===== src/rtl/tds_pkg.sv =====
// Package for the turnstile door sequencer: phase codes, register indexes,
// configuration, item and result types, reset values. No dependencies.
`default_nettype none

package tds_pkg;

    localparam int unsigned MsW   = 16;
    localparam int unsigned DistW = 13;
    localparam int unsigned IdxW  = 3;

    localparam logic [MsW-1:0] MsMax = '1;

    typedef enum logic [3:0] {
        PH_INIT       = 4'd0,
        PH_SCAN       = 4'd1,
        PH_REJECT     = 4'd2,
        PH_OPEN       = 4'd3,
        PH_WAIT_OPEN  = 4'd4,
        PH_WAIT_ENTRY = 4'd5,
        PH_AFTER      = 4'd6,
        PH_CLOSE      = 4'd7,
        PH_WAIT_CLOSE = 4'd8
    } t_phase;

    typedef enum logic [1:0] {
        VERDICT_NONE    = 2'd0,
        VERDICT_GRANTED = 2'd1,
        VERDICT_REJECT  = 2'd2,
        VERDICT_SPARE   = 2'd3
    } t_verdict;

    typedef enum logic [IdxW-1:0] {
        CFG_SENSOR_PRESENT = 3'd0,
        CFG_OPEN_DELAY     = 3'd1,
        CFG_SENSOR_SETTLE  = 3'd2,
        CFG_ENTRY_TIMEOUT  = 3'd3,
        CFG_AFTER_ENTRY    = 3'd4,
        CFG_CLOSE_WAIT     = 3'd5,
        CFG_DISTANCE_LOW   = 3'd6,
        CFG_DISTANCE_HIGH  = 3'd7
    } t_cfg_idx;

    typedef struct packed {
        logic             sensor_present;
        logic [MsW-1:0]   open_delay_ms;
        logic [MsW-1:0]   sensor_settle_ms;
        logic [MsW-1:0]   entry_timeout_ms;
        logic [MsW-1:0]   after_entry_ms;
        logic [MsW-1:0]   close_wait_ms;
        logic [DistW-1:0] distance_low_mm;
        logic [DistW-1:0] distance_high_mm;
    } t_cfg;

    localparam t_cfg CfgReset = '{
        sensor_present:   1'b1,
        open_delay_ms:    16'd3000,
        sensor_settle_ms: 16'd500,
        entry_timeout_ms: 16'd10000,
        after_entry_ms:   16'd2000,
        close_wait_ms:    16'd1000,
        distance_low_mm:  13'd20,
        distance_high_mm: 13'd500
    };

    typedef struct packed {
        logic             ms_tick;
        logic             verdict_valid;
        logic [1:0]       verdict;
        logic             distance_valid;
        logic [DistW-1:0] distance_mm;
    } t_item;

    typedef struct packed {
        logic   door_drive;
        t_phase phase;
        logic   rejected_pulse;
        logic   passage_seen;
        logic   entry_timed_out;
    } t_result;

    typedef struct packed {
        t_phase         phase;
        logic [MsW-1:0] elapsed_ms;
        logic           door;
    } t_seq_state;

endpackage

`default_nettype wire


===== src/rtl/tds_cfg_regs.sv =====
// Configuration register bank of the door sequencer.
// Depends on tds_pkg.
`default_nettype none

module tds_cfg_regs
    import tds_pkg::*;
(
    input  wire logic            i_clk,
    input  wire logic            i_rst_n,
    input  wire logic            i_wr_en,
    input  wire logic [IdxW-1:0] i_index,
    input  wire logic [MsW-1:0]  i_data,
    output t_cfg                 o_cfg
);

    t_cfg r_cfg;

    always_ff @(posedge i_clk) begin
        if (!i_rst_n) begin
            r_cfg <= CfgReset;
        end else if (i_wr_en) begin
            unique case (t_cfg_idx'(i_index))
                CFG_SENSOR_PRESENT: r_cfg.sensor_present   <= i_data[0];
                CFG_OPEN_DELAY:     r_cfg.open_delay_ms    <= i_data;
                CFG_SENSOR_SETTLE:  r_cfg.sensor_settle_ms <= i_data;
                CFG_ENTRY_TIMEOUT:  r_cfg.entry_timeout_ms <= i_data;
                CFG_AFTER_ENTRY:    r_cfg.after_entry_ms   <= i_data;
                CFG_CLOSE_WAIT:     r_cfg.close_wait_ms    <= i_data;
                CFG_DISTANCE_LOW:   r_cfg.distance_low_mm  <= i_data[DistW-1:0];
                CFG_DISTANCE_HIGH:  r_cfg.distance_high_mm <= i_data[DistW-1:0];
            endcase
        end
    end

    assign o_cfg = r_cfg;

endmodule

`default_nettype wire


===== src/rtl/tds_step.sv =====
// Next-state and result logic of the door sequencer for one request.
// Purely combinational; depends on tds_pkg.
`default_nettype none

module tds_step
    import tds_pkg::*;
(
    input  t_seq_state i_state,
    input  t_cfg       i_cfg,
    input  t_item      i_item,
    output t_seq_state o_state,
    output t_result    o_result
);

    logic [MsW-1:0] w_elapsed;
    logic           w_in_window;
    logic           w_tmo;
    logic           w_rej;

    assign w_elapsed = (i_item.ms_tick && (i_state.elapsed_ms != MsMax))
                     ? i_state.elapsed_ms + MsW'(1) : i_state.elapsed_ms;

    assign w_in_window = i_item.distance_valid
                      && (i_item.distance_mm > i_cfg.distance_low_mm)
                      && (i_item.distance_mm < i_cfg.distance_high_mm);

    always_comb begin
        o_state            = i_state;
        o_state.elapsed_ms = w_elapsed;
        w_tmo              = 1'b0;
        w_rej              = 1'b0;
        unique case (i_state.phase)
            PH_INIT: begin
                o_state.elapsed_ms = '0;
                o_state.phase      = PH_SCAN;
            end
            PH_SCAN: begin
                if (i_item.verdict_valid) begin
                    if (t_verdict'(i_item.verdict) == VERDICT_GRANTED) begin
                        o_state.phase = PH_OPEN;
                    end else if (t_verdict'(i_item.verdict) == VERDICT_REJECT) begin
                        o_state.phase = PH_REJECT;
                        w_rej         = 1'b1;
                    end
                end
            end
            PH_REJECT: begin
                o_state.phase = PH_INIT;
            end
            PH_OPEN: begin
                o_state.door       = 1'b1;
                o_state.elapsed_ms = '0;
                o_state.phase      = PH_WAIT_OPEN;
            end
            PH_WAIT_OPEN: begin
                if (i_cfg.sensor_present) begin
                    if (w_elapsed > i_cfg.sensor_settle_ms) begin
                        o_state.elapsed_ms = '0;
                        o_state.phase      = PH_WAIT_ENTRY;
                    end
                end else if (w_elapsed > i_cfg.open_delay_ms) begin
                    o_state.elapsed_ms = '0;
                    o_state.phase      = PH_AFTER;
                end
            end
            PH_WAIT_ENTRY: begin
                w_tmo = w_elapsed > i_cfg.entry_timeout_ms;
                if (w_tmo || w_in_window) begin
                    o_state.elapsed_ms = '0;
                    o_state.phase      = PH_AFTER;
                end
            end
            PH_AFTER: begin
                if (w_elapsed > i_cfg.after_entry_ms) begin
                    o_state.phase = PH_CLOSE;
                end
            end
            PH_CLOSE: begin
                o_state.door       = 1'b0;
                o_state.elapsed_ms = '0;
                o_state.phase      = PH_WAIT_CLOSE;
            end
            PH_WAIT_CLOSE: begin
                if (w_elapsed > i_cfg.close_wait_ms) begin
                    o_state.phase = PH_INIT;
                end
            end
            default: begin
                o_state.phase = PH_INIT;
            end
        endcase
    end

    always_comb begin
        o_result.door_drive      = o_state.door;
        o_result.phase           = o_state.phase;
        o_result.rejected_pulse  = w_rej;
        o_result.passage_seen    = w_in_window && (i_state.phase == PH_WAIT_ENTRY);
        o_result.entry_timed_out = w_tmo;
    end

endmodule

`default_nettype wire


===== src/rtl/turnstile_door_sequencer.sv =====
// Top level of the turnstile door sequencer: input register, phase state,
// result register. Depends on tds_pkg, tds_cfg_regs and tds_step.
//
//  channel   direction  tdata (low bit up)                        tuser
//  s_axis    in         ms_tick, verdict[1:0], distance_mm[12:0]   verdict_valid, distance_valid
//  m_axis    out        door_drive, phase[3:0], rejected_pulse,    -
//                       passage_seen, entry_timed_out
//  cfg       in         i_cfg_wr_en / i_cfg_index / i_cfg_data     -
//
// One request per cycle sustained while m_axis is not stalled; a request is
// loaded into the input register when it is taken, and its phase update goes
// into the result register once the output is free, which puts it on m_axis.
// Synchronous active-low reset clears phase, counter, door and valids.
// While the result waits, one more request is held in the input register.
`default_nettype none

module turnstile_door_sequencer
    import tds_pkg::*;
(
    input  wire logic            i_clk,
    input  wire logic            i_rst_n,
    input  wire logic            s_axis_tvalid,
    output logic                 s_axis_tready,
    input  wire logic [15:0]     s_axis_tdata,  // ms_tick, verdict[1:0], distance_mm[12:0]
    input  wire logic [1:0]      s_axis_tuser,  // verdict_valid, distance_valid
    output logic                 m_axis_tvalid,
    input  wire logic            m_axis_tready,
    output logic [7:0]           m_axis_tdata,  // door_drive, phase[3:0], rejected_pulse,
                                                // passage_seen, entry_timed_out
    input  wire logic            i_cfg_wr_en,
    input  wire logic [IdxW-1:0] i_cfg_index,
    input  wire logic [MsW-1:0]  i_cfg_data
);

    t_cfg       w_cfg;
    t_item      w_item;
    t_item      r_item;
    logic       r_in_valid;
    t_seq_state r_state;
    t_seq_state n_state;
    t_result    n_result;
    t_result    r_result;
    logic       r_out_valid;
    logic       w_out_free;
    logic       w_take;

    tds_cfg_regs u_cfg (
        .i_clk   (i_clk),
        .i_rst_n (i_rst_n),
        .i_wr_en (i_cfg_wr_en),
        .i_index (i_cfg_index),
        .i_data  (i_cfg_data),
        .o_cfg   (w_cfg)
    );

    tds_step u_step (
        .i_state  (r_state),
        .i_cfg    (w_cfg),
        .i_item   (r_item),
        .o_state  (n_state),
        .o_result (n_result)
    );

    always_comb begin
        w_item.ms_tick        = s_axis_tdata[0];
        w_item.verdict        = s_axis_tdata[2:1];
        w_item.distance_mm    = s_axis_tdata[15:3];
        w_item.verdict_valid  = s_axis_tuser[0];
        w_item.distance_valid = s_axis_tuser[1];
    end

    assign w_out_free    = !r_out_valid || m_axis_tready;
    assign s_axis_tready = !r_in_valid || w_out_free;
    assign w_take        = s_axis_tvalid && s_axis_tready;

    always_ff @(posedge i_clk) begin
        if (!i_rst_n) begin
            r_in_valid    <= 1'b0;
            r_out_valid   <= 1'b0;
            r_state.phase <= PH_INIT;
            r_state.elapsed_ms <= '0;
            r_state.door  <= 1'b0;
        end else begin
            if (w_take) begin
                r_in_valid <= 1'b1;
            end else if (w_out_free) begin
                r_in_valid <= 1'b0;
            end
            if (w_out_free) begin
                r_out_valid <= r_in_valid;
                if (r_in_valid) begin
                    r_state <= n_state;
                end
            end
        end
    end

    always_ff @(posedge i_clk) begin
        if (w_take) begin
            r_item <= w_item;
        end
        if (w_out_free && r_in_valid) begin
            r_result <= n_result;
        end
    end

    assign m_axis_tvalid = r_out_valid;
    assign m_axis_tdata  = {r_result.entry_timed_out, r_result.passage_seen,
                            r_result.rejected_pulse, r_result.phase,
                            r_result.door_drive};

endmodule

`default_nettype wire


===== config.mk =====
export PLATFORM = sky130hd
export DESIGN_NAME = turnstile_door_sequencer
export DESIGN_NICKNAME = d
export VERILOG_FILES = /design/src/rtl/tds_pkg.sv /design/src/rtl/tds_cfg_regs.sv /design/src/rtl/tds_step.sv /design/src/rtl/turnstile_door_sequencer.sv
export SDC_FILE = /design/constraint.sdc
export NUM_CORES = 1
export LEC_CHECK = 0
export ABC_AREA = 1
export ABC_CLOCK_PERIOD_IN_PS = 11200
export BUFFER_PORTS_ARGS = -buffer_cell sky130_fd_sc_hd__buf_2
export CORE_ASPECT_RATIO = 0.5
export CORE_UTILIZATION = 50
export DETAILED_ROUTE_END_ITERATION = 16
export PLACE_DENSITY = 0.67
export SYNTH_ARGS = -nofsm -noshare
export SYNTH_HDL_FRONTEND = slang
export SYNTH_HIERARCHICAL = 1
export SYNTH_SLANG_ARGS = --single-unit

===== constraint.sdc =====
create_clock -name i_clk -period 11.2 [get_ports i_clk]
set_input_delay 0.56 -clock i_clk [delete_from_list [all_inputs] [get_ports i_clk]]
set_output_delay 0.56 -clock i_clk [all_outputs]
set_load 0.005 [all_outputs]

* After elaboration in Yosys (flattened, before gate mapping)
Cells that the tools add are included.
W data, S select, Z words.
** Storage, ports and cells
- Bits in latches :: 0
- Memories kept :: 0
- Input port bits :: 42
- Register bits :: 156
- Output and inout bits :: 10
- Bits in read-only memories :: 0
- Logic and storage cells :: 91
- RAM bits :: 0
** Cells by class
- Multiplexer cells :: 16
- Reduce and logical (&&, ||, !) cells :: 25
- Add/subtract/negate cells :: 1
- $lt $le $gt $ge :: 7
- Bitwise gates (word level) :: 2
- Shift-type cells :: 0
- Divide/modulo/power cells :: 0
- Eq/ne operators :: 17
- Multiply operators :: 0
** Operator list (count)
- $gt A16 B16 Y1 :: 5
- $mux W20 :: 4
- $pmux W16 S3 :: 1
- $pmux W4 S8 :: 1
- $mux W4 :: 5
- $reduce_and A2 Y1 :: 9
- $add A16 B1 Y16 const B :: 1
- $eq A4 B3 Y1 const B :: 4
- $mux W16 :: 1
- $ne A16 B16 Y1 const B :: 1
- $gt A13 B13 Y1 :: 1
- $lt A13 B13 Y1 :: 1
- $eq A3 B3 Y1 const B :: 4
- $eq A3 B2 Y1 const B :: 2
- $logic_and A1 B1 Y1 :: 6
- $reduce_or A3 Y1 :: 2
- $eq A4 B1 Y1 const B :: 1
- $eq A4 B2 Y1 const B :: 1
- $eq A4 B4 Y1 const B :: 1
- $logic_not A4 Y1 :: 1
- $eq A3 B1 Y1 const B :: 1
- $logic_not A3 Y1 :: 1
- $logic_or A1 B1 Y1 :: 3
- $mux W1 :: 3
- other kinds (6) :: 8

* Depth between registers and ports, before layout
- Word-level depth :: 7
- Mapped depth :: 29
- Gate-level depth less buffers :: 28

* Modules after synthesis
Netlist, hierarchy kept.
** Modules (own cells, without submodules)
- tds_cfg_regs :: area an instance 4165.2 um2, cells each 574, times used 1
- tds_step :: area an instance 3588.4 um2, cells each 577, times used 1
- turnstile_door_sequencer :: area an instance 1849.3 um2, cells each 176, times used 1

* Worst setup path after synthesis
Ideal clock, no wire load.
- Path kind :: register -> register
- Start :: register r_state[1] (netlist name)
- End :: register r_state[5] (netlist name)
- Cell stages (with the launch flop) :: 28
- Library setup time :: 0.115 ns
- Path buffers :: 1
- Clock period less this slack :: 3.505 ns
- Arrival :: 3.390 ns
- Data required time :: 11.085 ns
- Slack :: 7.695 ns
- Cells stage by stage :: dfxtp_1 ha_1 nand2_1 nor2_2 nand2_2 o21ai_4 nor3_1 nand4_1 nor2_1 nand3_1 nor2_1 xnor2_1 inv_1 ha_1 nand4_1 nor2_1 nand4_1 nor2_1 a21oi_1 nand2_1 nand2_2 a21oi_4 buf_6 a21oi_2 inv_1 nand3_1 nand2_1 nor2_1
** RTL lines
- start: declaration :: line turnstile_door_sequencer.sv:39 : t_seq_state r_state;
- start signal: assignment :: line turnstile_door_sequencer.sv:92 : r_state <= n_state;

==> impl_metrics.ini <==
[run_status]
status = finished clean

[worst_setup_path]
reg2reg_slack_ns = 6.75
cp-end-kind = flip-flop
reg2reg_depth = 26
cpMaxStageDelayCell = a21oi_4
max_stage_delay_ns = 0.53
crit_type = reg -> reg
r2r_start = r_state[1]
cpLargestDelayFamily = simple AND/OR/NAND/NOR gates
worst_r2r_endpoint = r_state[16]
crit_path_frequent_cell = nor2_1
startpoint_type = flip-flop
critPathBufInv = 2
arrival_ns = 4.77
path_max_fanout = 16
critPathRequiredTime_ns = 11.52

[synth]
async_flop_share_pct = 0
ys_ff_latch = 156
synth_warnings = 6
synth_cell_type_count = 47
synth_edf_count = 26
seq_area_frac_synth_pct = 35.2
synth_area_leader_cell = dfxtp_1
yosys-top-cells-area = dfxtp_1, ha_1, nand2_1, edfxtp_1, inv_1
yosysTopAreaCellShare_pct = 27.1
syn_nets = 1470
avgSynthCellArea_um2 = 7.24
syn-cell-area_um2 = 9600
synthFlopType = dfxtp_1
netlist_instances = 1327

[drt]
num_vias = 8546
avgRoutedWirePerCell_um = 15.5
wirelength_mm = 25.2
first_pass_iters = 6
drt-initial-drc-count = 751
via_per_inst = 5.26
ant_nets = 0
drc = 0

[die]
start_util_pct = 51.6
die-area_um2 = 19800
row_count = 35
die_w_um = 198
io-pin-count = 52
fp.dieH_um = 100
core_um2 = 18600

[power]
switching_share_pct = 29.9
switching_power_mw = 0.431
pwr-share-comb_pct = 15.1
peakVddDrop_v = 0.000105
p_int_mw = 1.01
power.leakage_nw = 5.14
total_power_mw = 1.44
powerDensity_nw_per_um2 = 138
pwr-share-clk_pct = 42.4
seq_power_share_pct = 42.4

[grt]
grt_pass1_vias = 8061
antenna_found_initial = 0
overflow = 0
globalRouteTotalUtil_pct = 26.7
grt_max_degree = 75
grt_pass1_wl_mm = 40.6

[clocking]
cts_buffer_depth = 2
htreeDepth = 4
postCtsHoldBufs = 0
path_clk_slew_ns = 0.07
ctsResizeCount = 0
post_cts_buffers = 0
root_buffer = clkbuf_16
cts_made_buffers = 17
clock_latency_ns = 0.43
cts_tree = yes
clock_sinks = 156

[finish]
drive_gt1_share_pct = 10.2
areaGrowthSynthToFinish_pct = 9.05
diodes = 0
fin_nets = 1496
layout_commonest_cell = nand2_1
layout_common_cells = nand2_1, inv_1, nor2_1
layout.cells.non_filler = 1625

[sta]
rsz0062_at_grt = no
period_share_pct = 39.7
fin_crit_ns = 4.45
slew_violations = 0
slew_headroom_pct = 40.9
setup_viol = 0
tns_ns = 0
fmax_mhz = 225
worstMarginPinSlew_ns = 0.886
finalHoldViolCount = 0
worst_clock_skew_ns = 0.00988

[hold_path]
holdPathEnd = r_item[0]
min_from = s_axis_tdata[3]
hold_depth = 1
hp-class = in -> reg

[placement]
dpl.cell_count = 1593
port-buffer-count = 51
gp_congestion = 0.906
dp_hpwl_mm = 18.2

[job]
maxCapViolCount = 0
[worst max-delay path by stage]
stage	startpoint	end	slack [ns]	depth (start not counted)
floorplan	r_state[1]	r_state[5]	7.69	27
global route	r_state[1]	r_state[16]	6.23	26
finish	r_state[1]	r_state[16]	6.75	26
CTS	r_state[1]	r_state[10]	6.84	26
detailed placement	r_state[1]	r_state[10]	6.87	26
global placement	r_state[1]	r_state[1]	6.87	26
[layer usage]
layer	track usage [%]	vias to the layer above	wire [µm]
li1	-	4294	-
met1	36.3	3960	11900
met2	43.0	250	11100
met3	3.97	42	1650
met4	10.3	0	550
met5	0	-	0
[worst reg2reg max path: cells and delay by family, from the launching register on]
kind	cells	cell delay, ns
AOI/OAI and AO/OA	4	0.97
xor gates and xnor gates	1	0.16
adders and majority gates	2	0.56
buffers and inverters	2	0.22
DFF	1	0.34
and+or+nand+nor	17	2.10
[power by group through the flow]
stage	logic, mW	clock network [mW]	registers, mW
floorplan	0.160	0	0.620
global placement	0.208	0	0.623
detailed placement	0.214	0	0.624
CTS	0.216	0.619	0.612
global route	0.248	0.643	0.615
finish	0.218	0.612	0.612
[registers in the layout, indices dropped and copies added (netlist names)]
name / flops
u_cfg/o_cfg: 107
m_axis_tvalid: 1
r_in_valid: 1
m_axis_tdata: 8
r_state: 21
r_item: 18
[cell families after synthesis]
family / Yosys count / synth area share, %
AO/OA/AOI/OAI: 132 / 8.13
adder cells (fa/ha/maj): 101 / 13.2
XOR/XNOR: 13 / 1.19
buffers and inverters: 262 / 12.2
AND/OR/NAND/NOR: 663 / 30.1
flip-flops: 156 / 35.2
[cells in the mapped netlist (2+ instances only)]
master     instances
a21oi_2           10
buf_1              7
nand2_1          262
clkbuf_8           2
a211oi_1           4
xor2_1             8
nand2_2           11
clkbuf_1           3
buf_4             19
nand2_4            3
edfxtp_1          26
nor3_1             6
nand4_1           15
a21oi_1           75
nor4b_1            2
inv_2              4
ha_1             101
inv_1            206
o2111ai_1          2
nand3_1          143
nor2_1           197
nand3_2            2
xnor2_1            5
or4_1              2
nand3b_1           2
buf_2             11
dfxtp_1          130
nor2_2             4
nor2_4             8
o21ai_0           27
buf_6              9
nor4_1             4
o211ai_1           3
[final cells by class]
type	count	area, µm²
Tap cell	259	324
Multi-Input combinational cell	909	5050
Sequential cell	156	3380
Inverter	210	788
Clock buffer	19	475
Clock inverter	13	136
Timing Repair Buffer	59	318
Fill cell	1782	8140
[metrics by stage]
| step | utilization, % | hold slack [ns] | setup slack [ns] | cell area, µm² |
|---|---|---|---|---|
| after detailed placement | 53.0 | 0.444 | 6.87 | 9860 |
| after CTS | 56.3 | 0.286 | 6.84 | 10500 |
| after floorplan | - | 0.429 | 7.69 | 9600 |
| after global placement | 53.0 | 0.441 | 6.87 | 9860 |
| after global routing | 56.3 | 0.286 | 6.23 | 10500 |
| final | 56.3 | 0.300 | 6.75 | 10500 |
Power figures use the tool's default switching activity.
